## config.mk

```make
export PLATFORM = sky130hd
export DESIGN_NAME = ventilator_valve_sequencer
export DESIGN_NICKNAME = d
export VERILOG_FILES = /design/src/rtl/vvs_pkg.sv /design/src/rtl/vvs_core.sv /design/src/rtl/ventilator_valve_sequencer.sv
export SDC_FILE = /design/constraint.sdc
export NUM_CORES = 1
export LEC_CHECK = 0
export ABC_AREA = 1
export BUFFER_PORTS_ARGS = -buffer_cell sky130_fd_sc_hd__buf_2
export CAP_MARGIN = 20
export CORE_MARGIN = 4
export CORE_UTILIZATION = 30
export DETAILED_ROUTE_END_ITERATION = 6
export HOLD_SLACK_MARGIN = 0.08
export SYNTH_ARGS = -nofsm -noshare
export SYNTH_HDL_FRONTEND = slang
export SYNTH_SLANG_ARGS = --single-unit
```

## constraint.sdc

```tcl
create_clock -name clock -period 4.1 [get_ports clock]
set_input_delay 0.41 -clock clock [delete_from_list [all_inputs] [get_ports clock]]
set_output_delay 0.41 -clock clock [all_outputs]
set_load 0.02 [all_outputs]
```

## src/rtl/vvs_pkg.sv

```systemverilog
// ----------------------------------------------------------------------------
// vvs_pkg
// Shared types and constants for the ventilator valve sequencer: the breathing
// phase encoding, motor command codes, register indexes and the bundles that
// pass between the top level and the sequencing core.
// ----------------------------------------------------------------------------
package vvs_pkg;

   // Default knob converter resolution.
   localparam int unsigned KNOB_BITS_DEFAULT = 10;

   // Period and setting widths.
   localparam int unsigned PERIOD_W  = 16;
   localparam int unsigned SECONDS_W = 4;
   localparam int unsigned COUNT_W   = 4;

   // Configuration register indexes.
   localparam int unsigned CSR_ADDR_W = 2;
   localparam logic [CSR_ADDR_W-1:0] CSR_LONG_PERIOD   = 2'd0;
   localparam logic [CSR_ADDR_W-1:0] CSR_MID_PERIOD    = 2'd1;
   localparam logic [CSR_ADDR_W-1:0] CSR_SHORT_PERIOD  = 2'd2;
   localparam logic [CSR_ADDR_W-1:0] CSR_SAMPLE_PERIOD = 2'd3;

   // Register reset values.
   localparam logic [PERIOD_W-1:0] LONG_PERIOD_RESET   = 16'd1000;
   localparam logic [PERIOD_W-1:0] MID_PERIOD_RESET    = 16'd250;
   localparam logic [PERIOD_W-1:0] SHORT_PERIOD_RESET  = 16'd100;
   localparam logic [PERIOD_W-1:0] SAMPLE_PERIOD_RESET = 16'd10;

   // Motor command codes.
   localparam logic [1:0] MOTOR_STOP  = 2'd0;
   localparam logic [1:0] MOTOR_START = 2'd2;

   // Fixed phase lengths, in period counts, for the open, hold and pause phases.
   localparam logic [COUNT_W-1:0] FIXED_COUNTS = 4'd2;

   // Width of the packed response data.
   localparam int unsigned RSP_BITS  = 19;
   localparam int unsigned RSP_TDATA_W = 24;

   typedef enum logic [2:0] {
      PH_OPEN    = 3'd0,
      PH_PRESS   = 3'd1,
      PH_HOLD    = 3'd2,
      PH_PAUSE_A = 3'd3,
      PH_RELIEF  = 3'd4,
      PH_PAUSE_B = 3'd5
   } vvs_phase_type;

   typedef struct packed {
      logic [PERIOD_W-1:0] sample_period;
      logic [PERIOD_W-1:0] short_period;
      logic [PERIOD_W-1:0] mid_period;
      logic [PERIOD_W-1:0] long_period;
   } vvs_cfg_type;

   // Packed from the lowest bit up: pressure_valve first, phase_now last.
   typedef struct packed {
      vvs_phase_type        phase_now;
      logic                 running;
      logic                 relief_changed;
      logic                 press_changed;
      logic [SECONDS_W-1:0] relief_seconds;
      logic [SECONDS_W-1:0] press_seconds;
      logic [1:0]           motor_code;
      logic                 motor_strobe;
      logic                 relief_valve;
      logic                 pressure_valve;
   } vvs_rsp_type;

endpackage

```

## src/rtl/vvs_core.sv

```systemverilog
// ----------------------------------------------------------------------------
// vvs_core
// Per-tick sequencing state: button edge detection, knob sampling and the
// six-phase valve cycle. State advances once for each tick handed in.
// ----------------------------------------------------------------------------
module vvs_core #(
   parameter int unsigned KNOB_BITS = vvs_pkg::KNOB_BITS_DEFAULT
) (
   input  logic                  clock,
   input  logic                  reset,
   input  logic                  advance,
   input  logic                  button_down,
   input  logic [KNOB_BITS-1:0]  press_knob,
   input  logic [KNOB_BITS-1:0]  relief_knob,
   input  vvs_pkg::vvs_cfg_type  cfg,
   output vvs_pkg::vvs_rsp_type  rsp
);

   localparam int unsigned KnobFull = (1 << KNOB_BITS) - 1;
   localparam int unsigned K8W      = KNOB_BITS + 3;

   // Maps a knob sample to k*8/full + 2 by comparing 8k with each multiple of
   // the full-scale value.
   function automatic logic [vvs_pkg::SECONDS_W-1:0] knob_to_seconds(
      input logic [KNOB_BITS-1:0] k
   );
      logic [K8W-1:0]                k8;
      logic [vvs_pkg::SECONDS_W-1:0] q;
      k8 = {k, 3'b000};
      q  = 4'd2;
      for (int j = 1; j <= 8; j++) begin
         if (k8 >= K8W'(j * KnobFull)) begin
            q = q + 4'd1;
         end
      end
      return q;
   endfunction

   logic                            run_ff, run_in;
   logic                            latch_ff, latch_in;
   vvs_pkg::vvs_phase_type          phase_ff, phase_in;
   logic [vvs_pkg::COUNT_W-1:0]     counts_ff, counts_in;
   logic [vvs_pkg::PERIOD_W-1:0]    ticks_ff, ticks_in;
   logic [vvs_pkg::PERIOD_W-1:0]    sample_ff, sample_in;
   logic [KNOB_BITS-1:0]            prev_press_ff, prev_press_in;
   logic [KNOB_BITS-1:0]            prev_relief_ff, prev_relief_in;
   logic [vvs_pkg::SECONDS_W-1:0]   press_ff, press_in;
   logic [vvs_pkg::SECONDS_W-1:0]   relief_ff, relief_in;
   logic                            pressure_ff, pressure_in;
   logic                            relief_vlv_ff, relief_vlv_in;

   logic                            sample_fire;
   logic [vvs_pkg::PERIOD_W-1:0]    sample_next;
   logic [vvs_pkg::PERIOD_W-1:0]    ticks_next;
   logic                            press_chg, relief_chg;
   logic                            active, done;
   logic [vvs_pkg::PERIOD_W-1:0]    period;
   logic [vvs_pkg::COUNT_W-1:0]     target;
   logic                            strobe;
   logic [1:0]                      code;

   // Button, knob sampling and settings.
   always_comb begin
      run_in      = run_ff ^ (button_down & ~latch_ff);
      latch_in    = button_down;
      sample_next = sample_ff + 16'd1;
      sample_fire = (sample_next >= cfg.sample_period) || (sample_next == '0);
      sample_in   = sample_fire ? '0 : sample_next;
      press_chg   = sample_fire && (press_knob != prev_press_ff);
      relief_chg  = sample_fire && (relief_knob != prev_relief_ff);
      press_in    = press_chg ? knob_to_seconds(press_knob) : press_ff;
      relief_in   = relief_chg ? knob_to_seconds(relief_knob) : relief_ff;
      prev_press_in  = sample_fire ? press_knob : prev_press_ff;
      prev_relief_in = sample_fire ? relief_knob : prev_relief_ff;
      active      = run_in && (press_in != '0) && (relief_in != '0);
   end

   // Period and target of the current phase.
   always_comb begin
      unique case (phase_ff)
         vvs_pkg::PH_OPEN: begin
            period = cfg.mid_period;
            target = vvs_pkg::FIXED_COUNTS;
         end
         vvs_pkg::PH_PRESS: begin
            period = cfg.long_period;
            target = press_in;
         end
         vvs_pkg::PH_HOLD: begin
            period = cfg.mid_period;
            target = vvs_pkg::FIXED_COUNTS;
         end
         vvs_pkg::PH_PAUSE_A: begin
            period = cfg.short_period;
            target = vvs_pkg::FIXED_COUNTS;
         end
         vvs_pkg::PH_RELIEF: begin
            period = cfg.long_period;
            target = relief_in;
         end
         vvs_pkg::PH_PAUSE_B: begin
            period = cfg.short_period;
            target = vvs_pkg::FIXED_COUNTS;
         end
         default: begin
            period = 16'd1;
            target = '0;
         end
      endcase
      done       = counts_ff >= target;
      ticks_next = ticks_ff + 16'd1;
   end

   // Next phase and phase timing.
   always_comb begin
      phase_in  = phase_ff;
      counts_in = counts_ff;
      ticks_in  = ticks_ff;
      if (active) begin
         if (done) begin
            counts_in = '0;
            ticks_in  = '0;
            unique case (phase_ff)
               vvs_pkg::PH_OPEN:    phase_in = vvs_pkg::PH_PRESS;
               vvs_pkg::PH_PRESS:   phase_in = vvs_pkg::PH_HOLD;
               vvs_pkg::PH_HOLD:    phase_in = vvs_pkg::PH_PAUSE_A;
               vvs_pkg::PH_PAUSE_A: phase_in = vvs_pkg::PH_RELIEF;
               vvs_pkg::PH_RELIEF:  phase_in = vvs_pkg::PH_PAUSE_B;
               default:             phase_in = vvs_pkg::PH_OPEN;
            endcase
         end else if ((ticks_next >= period) || (ticks_next == '0)) begin
            ticks_in = '0;
            if (counts_ff != '1) begin
               counts_in = counts_ff + 4'd1;
            end
         end else begin
            ticks_in = ticks_next;
         end
      end
   end

   // Valve drives and motor commands.
   always_comb begin
      pressure_in   = pressure_ff;
      relief_vlv_in = relief_vlv_ff;
      strobe        = 1'b0;
      code          = vvs_pkg::MOTOR_STOP;
      if (active) begin
         if (phase_ff == vvs_pkg::PH_OPEN) begin
            pressure_in = 1'b1;
         end
         if (done) begin
            unique case (phase_ff)
               vvs_pkg::PH_OPEN: begin
                  strobe = 1'b1;
                  code   = vvs_pkg::MOTOR_START;
               end
               vvs_pkg::PH_PRESS: begin
                  strobe = 1'b1;
                  code   = vvs_pkg::MOTOR_STOP;
               end
               vvs_pkg::PH_HOLD:    pressure_in   = 1'b0;
               vvs_pkg::PH_PAUSE_A: relief_vlv_in = 1'b1;
               vvs_pkg::PH_RELIEF:  relief_vlv_in = 1'b0;
               default: begin
                  strobe = 1'b0;
               end
            endcase
         end
      end
   end

   always_comb begin
      rsp.pressure_valve = pressure_in;
      rsp.relief_valve   = relief_vlv_in;
      rsp.motor_strobe   = strobe;
      rsp.motor_code     = code;
      rsp.press_seconds  = press_in;
      rsp.relief_seconds = relief_in;
      rsp.press_changed  = press_chg;
      rsp.relief_changed = relief_chg;
      rsp.running        = run_in;
      rsp.phase_now      = phase_in;
   end

   always_ff @(posedge clock) begin
      if (reset) begin
         run_ff         <= 1'b0;
         latch_ff       <= 1'b0;
         phase_ff       <= vvs_pkg::PH_OPEN;
         counts_ff      <= '0;
         ticks_ff       <= '0;
         sample_ff      <= '0;
         prev_press_ff  <= '0;
         prev_relief_ff <= '0;
         press_ff       <= '0;
         relief_ff      <= '0;
         pressure_ff    <= 1'b0;
         relief_vlv_ff  <= 1'b0;
      end else if (advance) begin
         run_ff         <= run_in;
         latch_ff       <= latch_in;
         phase_ff       <= phase_in;
         counts_ff      <= counts_in;
         ticks_ff       <= ticks_in;
         sample_ff      <= sample_in;
         prev_press_ff  <= prev_press_in;
         prev_relief_ff <= prev_relief_in;
         press_ff       <= press_in;
         relief_ff      <= relief_in;
         pressure_ff    <= pressure_in;
         relief_vlv_ff  <= relief_vlv_in;
      end
   end

   // A motor command only goes out on leaving the open or pressurise phase.
   assert property (@(posedge clock) disable iff (reset)
      (advance && strobe) |=>
         (phase_ff == vvs_pkg::PH_PRESS || phase_ff == vvs_pkg::PH_HOLD))
      else $error("motor command without the matching phase change");

   // While stopped the cycle stays frozen.
   assert property (@(posedge clock) disable iff (reset)
      (advance && !run_in) |=> ($stable(phase_ff) && $stable(counts_ff)))
      else $error("phase moved while stopped");

   // The two valves are never open together.
   assert property (@(posedge clock) disable iff (reset)
      !(pressure_ff && relief_vlv_ff))
      else $error("pressure and relief valves open together");

   // A freshly mapped setting lies between two and ten seconds.
   assert property (@(posedge clock) disable iff (reset)
      (advance && press_chg) |=> (press_ff >= 4'd2 && press_ff <= 4'd10))
      else $error("pressurise setting out of range");

endmodule

```

## src/rtl/ventilator_valve_sequencer.sv

```systemverilog
// ----------------------------------------------------------------------------
// ventilator_valve_sequencer
// Millisecond-tick valve sequencer for a ventilator: one request per tick,
// one response per request carrying valve drives, motor commands and status.
// ----------------------------------------------------------------------------
// Path: a request accepted into the input register moves through the core
// into the response register once that register is empty or being emptied.
// Throughput: one request per clock cycle while rsp_tready is high; the input
// and response registers each take one whenever the stage after them frees.
// Reset: synchronous and active high; it empties both stages, returns the
// cycle to the stopped open phase with valves closed and reloads the periods.
module ventilator_valve_sequencer #(
   parameter int unsigned KNOB_BITS = vvs_pkg::KNOB_BITS_DEFAULT
) (
   input  logic                             clock,
   input  logic                             reset,

   // Request channel: one tick of button and knob samples.
   input  logic                             req_tvalid,
   output logic                             req_tready,
   // From bit 0: button_down, press_knob, relief_knob, zero fill.
   input  logic [((1 + 2 * KNOB_BITS + 7) / 8) * 8 - 1:0] req_tdata,

   // Response channel: one result per request.
   output logic                             rsp_tvalid,
   input  logic                             rsp_tready,
   // From bit 0: pressure_valve, relief_valve, motor_strobe, motor_code,
   // press_seconds, relief_seconds, press_changed, relief_changed, running,
   // phase_now, zero fill.
   output logic [vvs_pkg::RSP_TDATA_W-1:0]  rsp_tdata,

   // Configuration write port.
   input  logic                             csr_we,
   input  logic [vvs_pkg::CSR_ADDR_W-1:0]   csr_addr,
   input  logic [vvs_pkg::PERIOD_W-1:0]     csr_wdata
);

   // Configuration registers.
   vvs_pkg::vvs_cfg_type cfg_ff;

   always_ff @(posedge clock) begin
      if (reset) begin
         cfg_ff.long_period   <= vvs_pkg::LONG_PERIOD_RESET;
         cfg_ff.mid_period    <= vvs_pkg::MID_PERIOD_RESET;
         cfg_ff.short_period  <= vvs_pkg::SHORT_PERIOD_RESET;
         cfg_ff.sample_period <= vvs_pkg::SAMPLE_PERIOD_RESET;
      end else if (csr_we) begin
         unique case (csr_addr)
            vvs_pkg::CSR_LONG_PERIOD:   cfg_ff.long_period   <= csr_wdata;
            vvs_pkg::CSR_MID_PERIOD:    cfg_ff.mid_period    <= csr_wdata;
            vvs_pkg::CSR_SHORT_PERIOD:  cfg_ff.short_period  <= csr_wdata;
            vvs_pkg::CSR_SAMPLE_PERIOD: cfg_ff.sample_period <= csr_wdata;
            default: begin
               cfg_ff <= cfg_ff;
            end
         endcase
      end
   end

   // Input stage. A request moves on to the core whenever the response
   // register is empty or is being emptied in the same cycle, so the request
   // side keeps taking a request every cycle while the response side flows.
   logic                  in_valid_ff;
   logic                  in_btn_ff;
   logic [KNOB_BITS-1:0]  in_press_ff;
   logic [KNOB_BITS-1:0]  in_relief_ff;
   logic                  rsp_valid_ff;
   logic                  advance;
   logic                  req_take;

   assign advance    = in_valid_ff && (!rsp_valid_ff || rsp_tready);
   assign req_tready = !in_valid_ff || advance;
   assign req_take   = req_tvalid && req_tready;

   always_ff @(posedge clock) begin
      if (reset) begin
         in_valid_ff <= 1'b0;
      end else if (req_tready) begin
         in_valid_ff <= req_tvalid;
      end
   end

   always_ff @(posedge clock) begin
      if (req_take) begin
         in_btn_ff    <= req_tdata[0];
         in_press_ff  <= req_tdata[KNOB_BITS:1];
         in_relief_ff <= req_tdata[2*KNOB_BITS:KNOB_BITS+1];
      end
   end

   // Sequencing core: its state steps once per request handed over, and the
   // response it forms is captured in the response register on that edge.
   vvs_pkg::vvs_rsp_type core_rsp;

   vvs_core #(
      .KNOB_BITS (KNOB_BITS)
   ) u_core (
      .clock       (clock),
      .reset       (reset),
      .advance     (advance),
      .button_down (in_btn_ff),
      .press_knob  (in_press_ff),
      .relief_knob (in_relief_ff),
      .cfg         (cfg_ff),
      .rsp         (core_rsp)
   );

   // Response register.
   vvs_pkg::vvs_rsp_type rsp_data_ff;

   always_ff @(posedge clock) begin
      if (reset) begin
         rsp_valid_ff <= 1'b0;
      end else if (advance) begin
         rsp_valid_ff <= 1'b1;
      end else if (rsp_tready) begin
         rsp_valid_ff <= 1'b0;
      end
   end

   always_ff @(posedge clock) begin
      if (advance) begin
         rsp_data_ff <= core_rsp;
      end
   end

   assign rsp_tvalid = rsp_valid_ff;
   assign rsp_tdata  = {(vvs_pkg::RSP_TDATA_W - vvs_pkg::RSP_BITS)'(0), rsp_data_ff};

endmodule

```

# Word level (Yosys, flattened, before mapping)
# Index checks and enable logic that the tools add are counted.
dict set report op_classes {
  muxes 40
  eq_ne 11
  n_addsub 17
  order_cmp 19
  n_bitwise 3
  reduce_logical 34
}
# operator count
set ops {}
lappend ops {{$ge 13x13->1 const B} 8}
lappend ops {{$mux 4} 19}
lappend ops {{$add 4x1->4 const B} 13}
lappend ops {{$ge 13x12->1 const B} 4}
lappend ops {{$mux 16} 3}
lappend ops {{$pmux 16 s3} 1}
lappend ops {{$add 16x1->16 const B} 2}
lappend ops {{$ge 16x16->1} 2}
lappend ops {{$logic_not 16->1} 2}
lappend ops {{$ge 13x10->1 const B} 2}
lappend ops {{$ge 13x11->1 const B} 2}
lappend ops {{$ne 10x10->1} 2}
lappend ops {{$pmux 3 s5} 1}
lappend ops {{$reduce_and 2->1} 7}
lappend ops {{$pmux 4 s3} 1}
lappend ops {{$mux 1} 11}
lappend ops {{$reduce_bool 4->1} 2}
lappend ops {{$reduce_or 2->1} 4}
lappend ops {{$add 2x1->3 const B} 2}
lappend ops {{$eq 3x2->1 const B} 2}
lappend ops {{$eq 3x3->1 const B} 2}
lappend ops {{$logic_and 1x1->1} 6}
lappend ops {{$mux 3} 2}
lappend ops {{$reduce_bool 2->1} 3}
lappend ops {{other kinds (16)} 21}
dict set report totals {
  output_inout_bits 26
  in_bits 47
  register_bits 177
  wordCells 155
}

# Logic depth before layout (Yosys ltp)
# Gate-level depths: netlist of run 1.
dict set report depth {
  word_depth 21
  depth_mapped 34
  mapped_depth_nobuf 34
}

# Modules after synthesis
# From an unflattened synthesis of run 1, not the netlist that was laid out.
dict set report unflattened {
  hier_cells 1382
  area_unflattened_um2 9884.5
}
# module seq_area_each_um2 instances cells_per_inst area_per_inst_um2
set by_module_without_submodules {}
lappend by_module_without_submodules {vvs_core 1421.4 1 941 5987.0}
lappend by_module_without_submodules {ventilator_valve_sequencer 2522.4 1 441 3897.5}

# Worst setup path before layout of run 1
# OpenSTA, ideal clock, no wires.
dict set report synth_path {
  kind {reg2reg}
  from {register u_core.sample_ff[1] (netlist name)}
  to {register u_core.ticks_ff[10] (netlist name)}
  t_required_ps 4031
  synth_period_minus_slack_ps 4117
  path_slack_ps -17
  t_arrival_ps 4048
  path_buffers 2
  setup_ps 69
  path_stages_with_launch 30
  cell_sequence {dfxtp_1 > ha_1 > nand2_2 > nor2_4 > nand3_1 > xor2_1 > inv_1 > ha_1 > nand2_1 > nor2_1 > nor3b_1 > and3_1 > nor2_1 > nand2_4 > buf_8 > nand3b_1 > nand2_1 > o21ai_0 > o21ai_0 > ha_1 > inv_1 > nor2_1 > o211ai_1 > nand3_1 > inv_1 > nand3_1 > clkbuf_1 > inv_1 > nand4_1 > a21oi_2}
}
dict set report synth_between {
  elab_chain_len 9
  word_cells_on_any_way 16
  classes_between {add/sub: 1; order compare: 2; mux: 4; reduce/logical: 9}
}
# element line
set synth_lines {}
lappend synth_lines {{start: declaration} vvs_core.sv:44} ;# logic [vvs_pkg::PERIOD_W-1:0] sample_ff, sample_in;
lappend synth_lines {{start signal: assignment} vvs_core.sv:206} ;# sample_ff <= sample_in;
lappend synth_lines {{$add 16x1->16 (*)} vvs_core.sv:66} ;# sample_next = sample_ff + 16'd1;
lappend synth_lines {{$ge 16x16->1 or $logic_not 16->1 (tied branches)} vvs_core.sv:67} ;# sample_fire = (sample_next >= cfg.sample_period) || (sample_next == '0);
lappend synth_lines {{$logic_or 1x1->1 (*)} vvs_core.sv:67}
lappend synth_lines {{branches (longest 6 deep; another with $ge 4x4->1)} n/a}
lappend synth_lines {{end signal: assignment} vvs_core.sv:205} ;# ticks_ff <= ticks_in;
lappend synth_lines {{end: declaration} vvs_core.sv:43} ;# logic [vvs_pkg::PERIOD_W-1:0] ticks_ff, ticks_in;
# Mark *: on every way between the ends.
# A chain may end at the register's enable or synchronous reset.

# Worst setup path after layout of run 1
dict set report layout_path {
  from {register u_core.sample_ff[1] (netlist name)}
  to {register u_core.ticks_ff[2] (netlist name)}
}
# The elaborated chain is that of the path after synthesis.

==> impl_results.md, run 1 <==
* Status: complete, no violations
* Crit path DAT at 4420 ps
* Global-route wire length before repair at 40300 um
* Clk network pwr share at 39.5%
* Hold-fix buffers, CTS at 0
* Ranking of synthesized cells by area: dfxtp_1, edfxtp_1, nand2_1
* DRC viols at 0
* Clk buf depth at 2
* Worst Path Required at 4460 ps
* Worst path slowest cell: dfxtp_4
* Antenna-violating nets left at 0
* Number of global-route vias before repair at 8335
* DIE AREA at 34400 um2
* Fin Hold WS at 148 ps
* YS warnings at 0
* Post-synthesis sequential area ratio at 41.4%
* Max incr delay on CP at 370 ps
* Top-count cell post-synth: nand2_1
* TritonCTS buffer count at 17
* Final setup vio count at 0
* Synth cell count leaders: nand2_1, nor2_1, inv_1, dfxtp_1, o21ai_0
* Distinct cells, synth at 43
* Total power at 0.00426 W
* Hold Path Depth at 1
* Worst Skew at 14.0 ps
* Antenna cell count at 0
* Critical path class: reg -> reg
* Area share of the largest cell type after synthesis at 29.0%
* WL/cell at 13.9 um
* Die X at 186 um
* LEAKAGE at 5.31 nW
* PortBufs at 63
* Core ar. at 30800 um2
* Max-slew headroom at 39.7%
* CP most frequent cell: nand2_1
* Final instance area at 11800 um2
* Power per cell area at 363 nW/um2
* Area leader, netlist: dfxtp_1
* DP HPWL at 17700 um
* Setup ws final at 39.2 ps
* Internal at 0.00303 W
* Area Overhead vs Synth at 24.2%
* Post-Place Setup Slack at -283 ps
* HP Class: in -> reg
* Total gr overflow at 0
* Mapped Area at 9460 um2
* RSZ-0062 raised after global routing: yes
* Final hold viol count at 0
* Net count, final at 1480
* Chip height at 186 um
* Worst-Skew Late Latency at 440 ps
* Area after DPL at 10600 um2
* Root Buffer: clkbuf_16
* Fin util at 38.1%
* Via density at 4.81
* Predominant post-synthesis flop cell: dfxtp_1
* Switching share of power at 28.9%
* Vias at 8632
* Syn avg cell area at 7.47 um2
* Crit end category: register
* Max Cap Viol at 0
* Largest net degree at the start of global routing at 67
* Initial antenna violation count at 1
* Clk slew on worst S/H paths at 70 ps
* Pins Over Slew Limit at 0
* Final GP Congestion at 0.887
* 1st-pass router iterations at 5
* Cells after synthesis at 1267
* CP startpoint kind: register
* Switch Pwr at 0.00123 W
* Starting Density at 30.7%
* Maximum vdd drop at 288 uV
* Tot GR Track Use at 14.3%
* Final critical-path share of the clock period at 99.0%
* Flops & latches, synth at 176
* F_max at 0.246 GHz
* Num rows at 64
* Ys async rst share at 0%
* Worst R2R Path Depth at 29
* Sequential Power Share at 44.4%
* Post-synth EDFFs at 39
* Crit-path max FO at 8
* Logic gate share of total power at 16.1%
* WL final at 24900 um
* Ports at 73
* CTS Sinks at 176
* Final worst path period need at 4060 ps
* Layout cells sized above 1 at 22.4%
* H-tree depth at 4
* Initial drt markers at 531
* Fill cells at 3122
* Worst-margin pin slew at 901 ps
* CTS tree: built
sequential cells by signal (all words and copies together) (netlist names):
name / flops
cfg_ff: 64
rsp_tdata: 18
u_core.sample_ff: 16
u_core.ticks_ff: 16
in_press_ff: 10
in_relief_ff: 10
u_core.prev_press_ff: 10
u_core.prev_relief_ff: 10
u_core.counts_ff: 4
u_core.press_ff: 4
u_core.relief_ff: 4
u_core.phase_ff: 3
in_btn_ff: 1
in_valid_ff: 1
rsp_tvalid: 1
u_core.latch_ff: 1
u_core.pressure_ff: 1
u_core.relief_vlv_ff: 1
u_core.run_ff: 1
worst max-delay path: cells and delay by family (launching register included):
family	cells	cell delay (ps)
compound gates	6	840
fa+ha+maj	2	590
buf+inv	7	840
flops	1	370
simple gates	14	1350
cell usage in the layout, fill, tap and decap left out, types with 37 or more instances in the layout:
| cell type | n |
|---|---|
| edfxtp_1 | 39 |
| inv_1 | 144 |
| o21ai_0 | 96 |
| ha_1 | 37 |
| a21oi_1 | 98 |
| nor2_1 | 141 |
| nand2_1 | 212 |
| buf_4 | 75 |
| nand3_1 | 58 |
| buf_2 | 63 |
| dfxtp_1 | 127 |
cell type report:
type	count	area, um2	share of cell area, %
clock inverter	12	130	1.11
tap	396	495	4.22
sequential	176	3930	33.5
clock buffer	20	479	4.08
inverter	158	593	5.05
multi-input combinational	889	5160	43.9
timing repair buffer	145	966	8.22
cells by family (layout without fill, tap and decap cells):
group,Yosys count,in the layout,synth area share (%)
other cells,1,6,0.0396
flops,176,176,41.4
compound gates,264,264,15.3
fa+ha+maj,46,46,6.08
mux,1,1,0.119
simple gates,548,548,26.0
xor+xnor,24,24,2.22
buf+inv,207,335,8.83
metrics by stage:
step                instances  setup TNS, ps
floorplan                1272              0
global placement         1752           -783
detailed placement       1752          -5140
CTS                      1789              0
global route             1796          -5620
finish                   1796              0
what timing repair did:
action | in CTS | in global routing
cloned | 0 | 0
buffers inserted | 5 | 7
endpoints found under the setup margin | 32 | 32
pin swaps | 12 | 41
resized for setup | 25 | 108
power groups by stage:
| stage | clock network, W | registers (W) | logic (W) |
|---|---|---|---|
| after global routing | 0.00179 | 0.00190 | 0.000760 |
| after CTS | 0.00173 | 0.00189 | 0.000617 |
| after floorplan | 0 | 0.00193 | 0.000386 |
| final | 0.00168 | 0.00189 | 0.000686 |
| after global placement | 0 | 0.00193 | 0.000582 |
| after detailed placement | 0 | 0.00193 | 0.000595 |
layer usage:
metal / part of all wire (%) / global-route usage, % / vias up / routed length [um]
met3: 3.5 / 2.54 / 41 / 875
met1: 46 / 17.9 / 4003 / 11400
met5: 0.028 / 0 / - / 7
li1: - / - / 4427 / -
met4: 2.7 / 5.51 / 2 / 673
met2: 48 / 24.7 / 159 / 12000
worst paths after layout:
path                             end  slack, ps                start
setup / recovery  u_core.ticks_ff[2]         40  u_core.sample_ff[1]
hold / removal       in_relief_ff[0]        150        req_tdata[11]
setup reg to reg  u_core.ticks_ff[2]         40  u_core.sample_ff[1]
hold reg to reg      u_core.latch_ff        450      u_core.latch_ff
Power figures use the tool's default switching activity.
==> run 2, diff against run 1 <==
--- a/config.mk
+++ b/config.mk
@@ -8,10 +8,12 @@
 export ABC_AREA = 1
 export BUFFER_PORTS_ARGS = -buffer_cell sky130_fd_sc_hd__buf_2
 export CAP_MARGIN = 20
+export CORE_ASPECT_RATIO = 0.9
 export CORE_MARGIN = 4
 export CORE_UTILIZATION = 30
 export DETAILED_ROUTE_END_ITERATION = 6
 export HOLD_SLACK_MARGIN = 0.08
 export SYNTH_ARGS = -nofsm -noshare
 export SYNTH_HDL_FRONTEND = slang
+export SYNTH_HIERARCHICAL = 1
 export SYNTH_SLANG_ARGS = --single-unit
==> impl_results.md, run 2 <==
* Dpl cells at 1842 (was 1752)
* Initial drt markers at 556 (was 531)
* DRC viols at 0 (unchanged)
* Worst path slowest cell: dfxtp_2 (was dfxtp_4)
* Post-synth EDFFs at 40 (was 39)
* Final critical-path share of the clock period at 98.2% (was 99.0%)
* Worst R2R Path Depth at 31 (was 29)
* Worst Skew at 12.4 ps (was 14.0 ps)
* Tot GR Track Use at 13.4% (was 14.3%)
* Crit-path max FO at 7 (was 8)
* Hold-fix buffers, CTS at 0 (unchanged)
* Largest net degree at the start of global routing at 65 (was 67)
* Critical path class: reg -> reg (unchanged)
* RR Startpoint: u_core/sample_ff[1] (was u_core.sample_ff[1])
* Most frequent cells in the layout: nand2_1, nor2_1, inv_1, dfxtp_1, a21oi_1 (was nand2_1, inv_1, nor2_1, dfxtp_1, a21oi_1)
* Fin Setup TNS at 0 ps (unchanged)
* Mapped Area at 9880 um2 (was 9460 um2)
* Crit end category: register (unchanged)
* Worst-Skew Late Latency at 440 ps (about the same)
* Root Buffer: clkbuf_16 (unchanged)
* DP HPWL at 16900 um (was 17700 um)
* YS warnings at 6 (was 0)
* Max incr delay on CP at 360 ps (was 370 ps)
* Net count, final at 1553 (was 1480)
* Final GP Congestion at 0.854 (was 0.887)
* Commonest non-fill, non-tap cell in the layout: nand2_1 (unchanged)
* Maximum vdd drop at 237 uV (was 288 uV)
* Total gr overflow at 0 (unchanged)
* H-tree depth at 4 (unchanged)
* PortBufs at 64 (was 63)
* TritonCTS buffer count at 17 (unchanged)
* Final hold viol count at 0 (unchanged)
* LEAKAGE at 5.46 nW (was 5.31 nW)
* Post-synthesis sequential area ratio at 39.9% (was 41.4%)
* CP most frequent cell: nand2_1 (unchanged)
* Initial antenna violation count at 2 (was 1)
* Via density at 4.68 (was 4.81)
* Clk buf depth at 2 (unchanged)
* Ports at 73 (unchanged)
* Antenna-violating nets left at 0 (unchanged)
* WL/cell at 12.9 um (was 13.9 um)
* Syn avg cell area at 7.15 um2 (was 7.47 um2)
* RSZ-0062 raised after global routing: yes (unchanged)
* Predominant post-synthesis flop cell: dfxtp_1 (unchanged)
* Ranking of synthesized cells by area: dfxtp_1, nand2_1, edfxtp_1 (was dfxtp_1, edfxtp_1, nand2_1)
* Core ar. at 32200 um2 (was 30800 um2)
* HP Class: in -> reg (unchanged)
* Final worst path period need at 4030 ps (was 4060 ps)
* Synth cell count leaders: nand2_1, nor2_1, inv_1, dfxtp_1, a21oi_1 (was nand2_1, nor2_1, inv_1, dfxtp_1, o21ai_0)
* F_max at 0.248 GHz (was 0.246 GHz)
* Area leader, netlist: dfxtp_1 (unchanged)
* Crit path DAT at 4370 ps (was 4420 ps)
* Crit path to: u_core/phase_ff[2] (was u_core.ticks_ff[2])
* Distinct cells, synth at 47 (was 43)
* Worst Path Required at 4440 ps (was 4460 ps)
* 1st-pass router iterations at 5 (unchanged)
* Crit. Startpoint: u_core/sample_ff[1] (was u_core.sample_ff[1])
* Number of global-route vias before repair at 7921 (was 8335)
* CP startpoint kind: register (unchanged)
* Register area at 3950 um2 (was 3930 um2)
* Area share of the largest cell type after synthesis at 27.7% (was 29.0%)
* Flops & latches, synth at 177 (was 176)
* Fin Hold WS at 141 ps (was 148 ps)
* Worst-margin pin slew at 958 ps (was 901 ps)
* Die X at 199 um (was 186 um)
* Fin util at 36.2% (was 38.1%)
* Final setup vio count at 0 (unchanged)
* Setup ws final at 72.7 ps (was 39.2 ps)
* WL final at 24400 um (was 24900 um)
* Global-route wire length before repair at 39800 um (was 40300 um)
* Area of the multi-input gates at 5150 um2 (was 5160 um2)
* Power per cell area at 357 nW/um2 (was 363 nW/um2)
* FF-to-FF End: u_core/phase_ff[2] (was u_core.ticks_ff[2])
* Cells after synthesis at 1382 (was 1267)
* Non-filler cells, final at 1884 (was 1796)
* Clk slew on worst S/H paths at 80 ps (was 70 ps)
* Top-count cell post-synth: nand2_1 (unchanged)
* CTS Sinks at 177 (was 176)
* Max Cap Viol at 0 (unchanged)
* Num rows at 62 (was 64)
* Ys async rst share at 0% (unchanged)
* Reg with most FFs: cfg_ff (unchanged)
* Layout cells sized above 1 at 16.5% (was 22.4%)
* Antenna cell count at 0 (unchanged)
* CTS tree: built (unchanged)
* FF-to-FF setup slack at 70 ps (was 40 ps)
* Area Overhead vs Synth at 17.8% (was 24.2%)
* Post-Place Setup Slack at -90.2 ps (was -283 ps)
* Status: complete, no violations (unchanged)
* Pins Over Slew Limit at 0 (unchanged)
* Max-slew headroom at 36.1% (was 39.7%)
* Vias at 8819 (was 8632)
* Fill cells at 3336 (was 3122)
* DIE AREA at 35900 um2 (was 34400 um2)
* Starting Density at 30.7% (about the same)
* Max FFs per register at 64 (unchanged)
* Chip height at 180 um (was 186 um)
-- run 2: worst min path at each step --
| stage | startpoint | end | depth (start not counted) |
|---|---|---|---|
| 3_5_place_dp | cfg_ff[7] | cfg_ff[7] | 2 |
| 6_report | req_tdata[2] | in_press_ff[1] | 1 |
| 3_3_place_gp | cfg_ff[7] | cfg_ff[7] | 2 |
| 2_1_floorplan | cfg_ff[3] | cfg_ff[3] | 2 |
| 4_1_cts | req_tdata[11] | in_relief_ff[0] | 1 |
| 5_1_grt | req_tdata[2] | in_press_ff[1] | 1 |
-- run 2: stage by stage --
| stage | cell area (um2) | power (W) |
|---|---|---|
| after floorplan | 9900 | 0.00231 |
| after global placement | 10700 | 0.00247 |
| after detailed placement | 10700 | 0.00248 |
| after CTS | 11300 | 0.00416 |
| after global routing | 11600 | 0.00436 |
| final | 11600 | 0.00415 |
-- run 2: timing repair --
item                                    4_1_cts  5_1_grt
hold endpoints to repair                      0        0
endpoints found under the setup margin       20       32
cloned                                        1        1
pin swaps                                     2       36
resized for setup                             6       72
setup buffers                                 1        6
-- run 2: cell families (layout without fill, tap and decap cells) --
kind of cell	after synthesis	after routing	synth area share, %
and+or+nand+nor	687	687	29.4
buffers and inverters	245	327	10.4
AOI/OAI and AO/OA	189	189	11.0
DFF	177	177	39.9
adders and majority gates	51	51	6.46
xor gates and xnor gates	30	30	2.66
other	2	6	0.0760
muxes	1	1	0.114
-- run 2: report_power, final --
part | internal (W) | total [W] | leakage, nW | switching, W
Clock | 0.000832 | 0.00166 | 0.296 | 0.000827
Sequential | 0.00186 | 0.00190 | 1.51 | 0.0000452
Combinational | 0.000213 | 0.000592 | 3.66 | 0.000379
Total | 0.00290 | 0.00415 | 5.46 | 0.00125
-- run 2: area by class of cell --
type | instances | share of cell area (%)
multi-input combinational | 964 | 44.3
sequential | 177 | 33.9
timing repair buffer | 115 | 6.32
inverter | 180 | 5.82
tap | 416 | 4.47
clock buffer | 17 | 3.65
clock inverter | 15 | 1.56
-- run 2: metal layers --
| layer | vias to the layer above | wire length [um] | global-route usage (%) |
|---|---|---|---|
| li1 | 4554 | - | - |
| met1 | 4085 | 11800 | 18.4 |
| met2 | 150 | 11300 | 21.6 |
| met3 | 26 | 922 | 2.47 |
| met4 | 4 | 327 | 3.69 |
| met5 | - | 28 | 0 |
-- run 2: worst max-delay path, delay by kind of cell (launching register included) --
family	cells	cell delay (ps)
AND/OR/NAND/NOR	15	1590
AO/OA/AOI/OAI	9	1030
buffers and inverters	5	510
adder cells (fa/ha/maj)	2	460
flip-flops	1	360
==> run 3, diff against run 2 <==
--- a/config.mk
+++ b/config.mk
@@ -13,6 +13,8 @@
 export CORE_UTILIZATION = 30
 export DETAILED_ROUTE_END_ITERATION = 6
 export HOLD_SLACK_MARGIN = 0.08
+export RECOVER_POWER = 25
+export SETUP_SLACK_MARGIN = 0.5
 export SYNTH_ARGS = -nofsm -noshare
 export SYNTH_HDL_FRONTEND = slang
 export SYNTH_HIERARCHICAL = 1
==> impl_results.md, run 3 (synthesized netlist as in run 2, its figures left out) <==
* Net count, final at 1559 (was 1553)
* Final GP Congestion at 0.819 (was 0.854)
* TritonCTS buffer count at 17 (unchanged)
* Most frequent cells in the layout: nand2_1, nor2_1, inv_1, dfxtp_1, a21oi_1 (unchanged)
* H-tree depth at 4 (unchanged)
* Root Buffer: clkbuf_16 (unchanged)
* Antenna-violating nets left at 0 (unchanged)
* Worst Path Required at 4470 ps (was 4440 ps)
* Area Overhead vs Synth at 20.8% (was 17.8%)
* DRC viols at 0 (unchanged)
* Clk buf depth at 2 (unchanged)
* Max-slew headroom at -1.43% (was 36.1%)
* Failing checks: capacitance limit, slew limit
* Fill cells at 3295 (was 3336)
* Num rows at 62 (unchanged)
* DIE AREA at 35900 um2 (unchanged)
* CTS Sinks at 177 (unchanged)
* Status: finished with violations (was complete, no violations)
* HP Class: in -> reg (unchanged)
* Final hold viol count at 0 (unchanged)
* F_max at 0.248 GHz (about the same)
* Number of global-route vias before repair at 8184 (was 7921)
* CTS tree: built (unchanged)
* Final worst path period need at 4030 ps (about the same)
* Worst-Skew Late Latency at 440 ps (about the same)
* Total gr overflow at 0 (unchanged)
* Maximum vdd drop at 210 uV (was 237 uV)
* Commonest non-fill, non-tap cell in the layout: nand2_1 (unchanged)
* Die X at 199 um (unchanged)
* Final critical-path share of the clock period at 98.3% (was 98.2%)
* Tot GR Track Use at 13.6% (was 13.4%)
* Hold-fix buffers, CTS at 0 (unchanged)
* WL final at 24500 um (was 24400 um)
* RSZ-0062 raised after global routing: yes (unchanged)
* Worst Skew at 15.1 ps (was 12.4 ps)
* Global-route wire length before repair at 40800 um (was 39800 um)
* Pins Over Slew Limit at 33 (was 0)
* CP startpoint kind: register (unchanged)
* Fin Setup TNS at 0 ps (unchanged)
* Initial drt markers at 632 (was 556)
* Max FFs per register at 64 (unchanged)
* Ports at 73 (unchanged)
* Max Cap Viol at 1 (was 0)
* LEAKAGE at 5.52 nW (was 5.46 nW)
* Crit path DAT at 4400 ps (was 4370 ps)
* Crit-path max FO at 8 (was 7)
* Largest net degree at the start of global routing at 65 (unchanged)
* Final setup vio count at 0 (unchanged)
* 1st-pass router iterations at 6 (was 5)
* Power per cell area at 350 nW/um2 (was 357 nW/um2)
* Starting Density at 30.7% (unchanged)
* Worst-margin pin slew at 1520 ps (was 958 ps)
* Reg with most FFs: cfg_ff (unchanged)
* Chip height at 180 um (unchanged)
* WL/cell at 13.0 um (was 12.9 um)
* Vias at 8730 (was 8819)
* Layout cells sized above 1 at 19.5% (was 16.5%)
* Total power at 0.00418 W (was 0.00415 W)
* Clk slew on worst S/H paths at 70 ps (was 80 ps)
* PortBufs at 64 (unchanged)
* Critical path class: reg -> reg (unchanged)
* Core ar. at 32200 um2 (unchanged)
* DP HPWL at 16700 um (was 16900 um)
* Crit end category: register (unchanged)
* Initial antenna violation count at 2 (unchanged)
* Via density at 4.62 (was 4.68)
## run 3: cell count changes in the layout (fill, tap and decap cells not counted), sizes merged
cell    change
buf         +1
clkbuf      +5
diode       +1
## run 3: worst paths after layout
check | start | end | slack, ps | cells past startpoint
max | u_core/sample_ff[1] | u_core/ticks_ff[12] | 70 | 27
min | req_tdata[11] | in_relief_ff[0] | 140 | 1
max reg2reg | u_core/sample_ff[1] | u_core/ticks_ff[12] | 70 | 27
min reg2reg | u_core/latch_ff | u_core/latch_ff | 460 | 2
## run 3: final cells by class
cell class,instances,area [um2],area share [%]
repair buffers,121,800,6.69
inverters,180,683,5.72
clock inverters,15,164,1.37
well taps,416,520,4.36
clock buffers,17,425,3.56
diodes,1,2.50,0.0209
multi-input cells,964,5380,45.1
flip-flops and latches,177,3970,33.2
## run 3: timing repair
action / 4_1_cts / 5_1_grt
gates resized for setup: 60 / 41
pin swaps: 73 / 35
buffers inserted: 20 / 6
endpoints found under the setup margin: 32 / 32
gates cloned: 1 / 0
## run 3: critical path, cell delays in order (launching register included)
cell      delay, ps
dfxtp_4         390
nand2_4          60
nor2_4          240
nand3_2         110
nand2_1          70
nand2_1         100
ha_1            320
a21oi_1         170
o21ai_1         100
a21oi_2         150
nand2_1          70
nor2_2          140
nand2_4         120
nand2_4          90
nand2_2          60
nand2_2          70
inv_2            50
o22ai_2          90
nor3_2           50
ha_1            330
inv_2            60
nor2_2           30
o211ai_1        270
nand3_4         220
buf_12          210
nor3_2          160
nand2_1          80
a21oi_2         130
## run 3: per-layer routing
layer / vias to the layer above / part of all wire (%) / wire (um) / GRT usage (%)
met5: - / 0.053 / 13 / 0
met4: 2 / 0.94 / 230 / 3.45
met3: 19 / 3.1 / 765 / 2.84
met2: 132 / 47 / 11600 / 22.4
met1: 4017 / 49 / 11900 / 18.2
li1: 4560 / - / - / -
## run 3: metrics by stage
step	hold WS (ps)	cell area, um2	instances	worst slack, ps	utilization, %
final	141	11900	1891	70.8	37.1
after CTS	123	11700	1883	180	36.5
after detailed placement	446	10700	1830	21.5	33.4
after floorplan	429	10000	1386	354	-
after global placement	440	10700	1830	57.6	33.4
after global routing	125	11900	1891	-187	37.1
## run 3: power by group
| group | switching [W] | internal, W | total [W] |
|---|---|---|---|
| logic | 0.000405 | 0.000234 | 0.000639 |
| registers | 0.0000465 | 0.00186 | 0.00190 |
| clock network | 0.000814 | 0.000821 | 0.00164 |
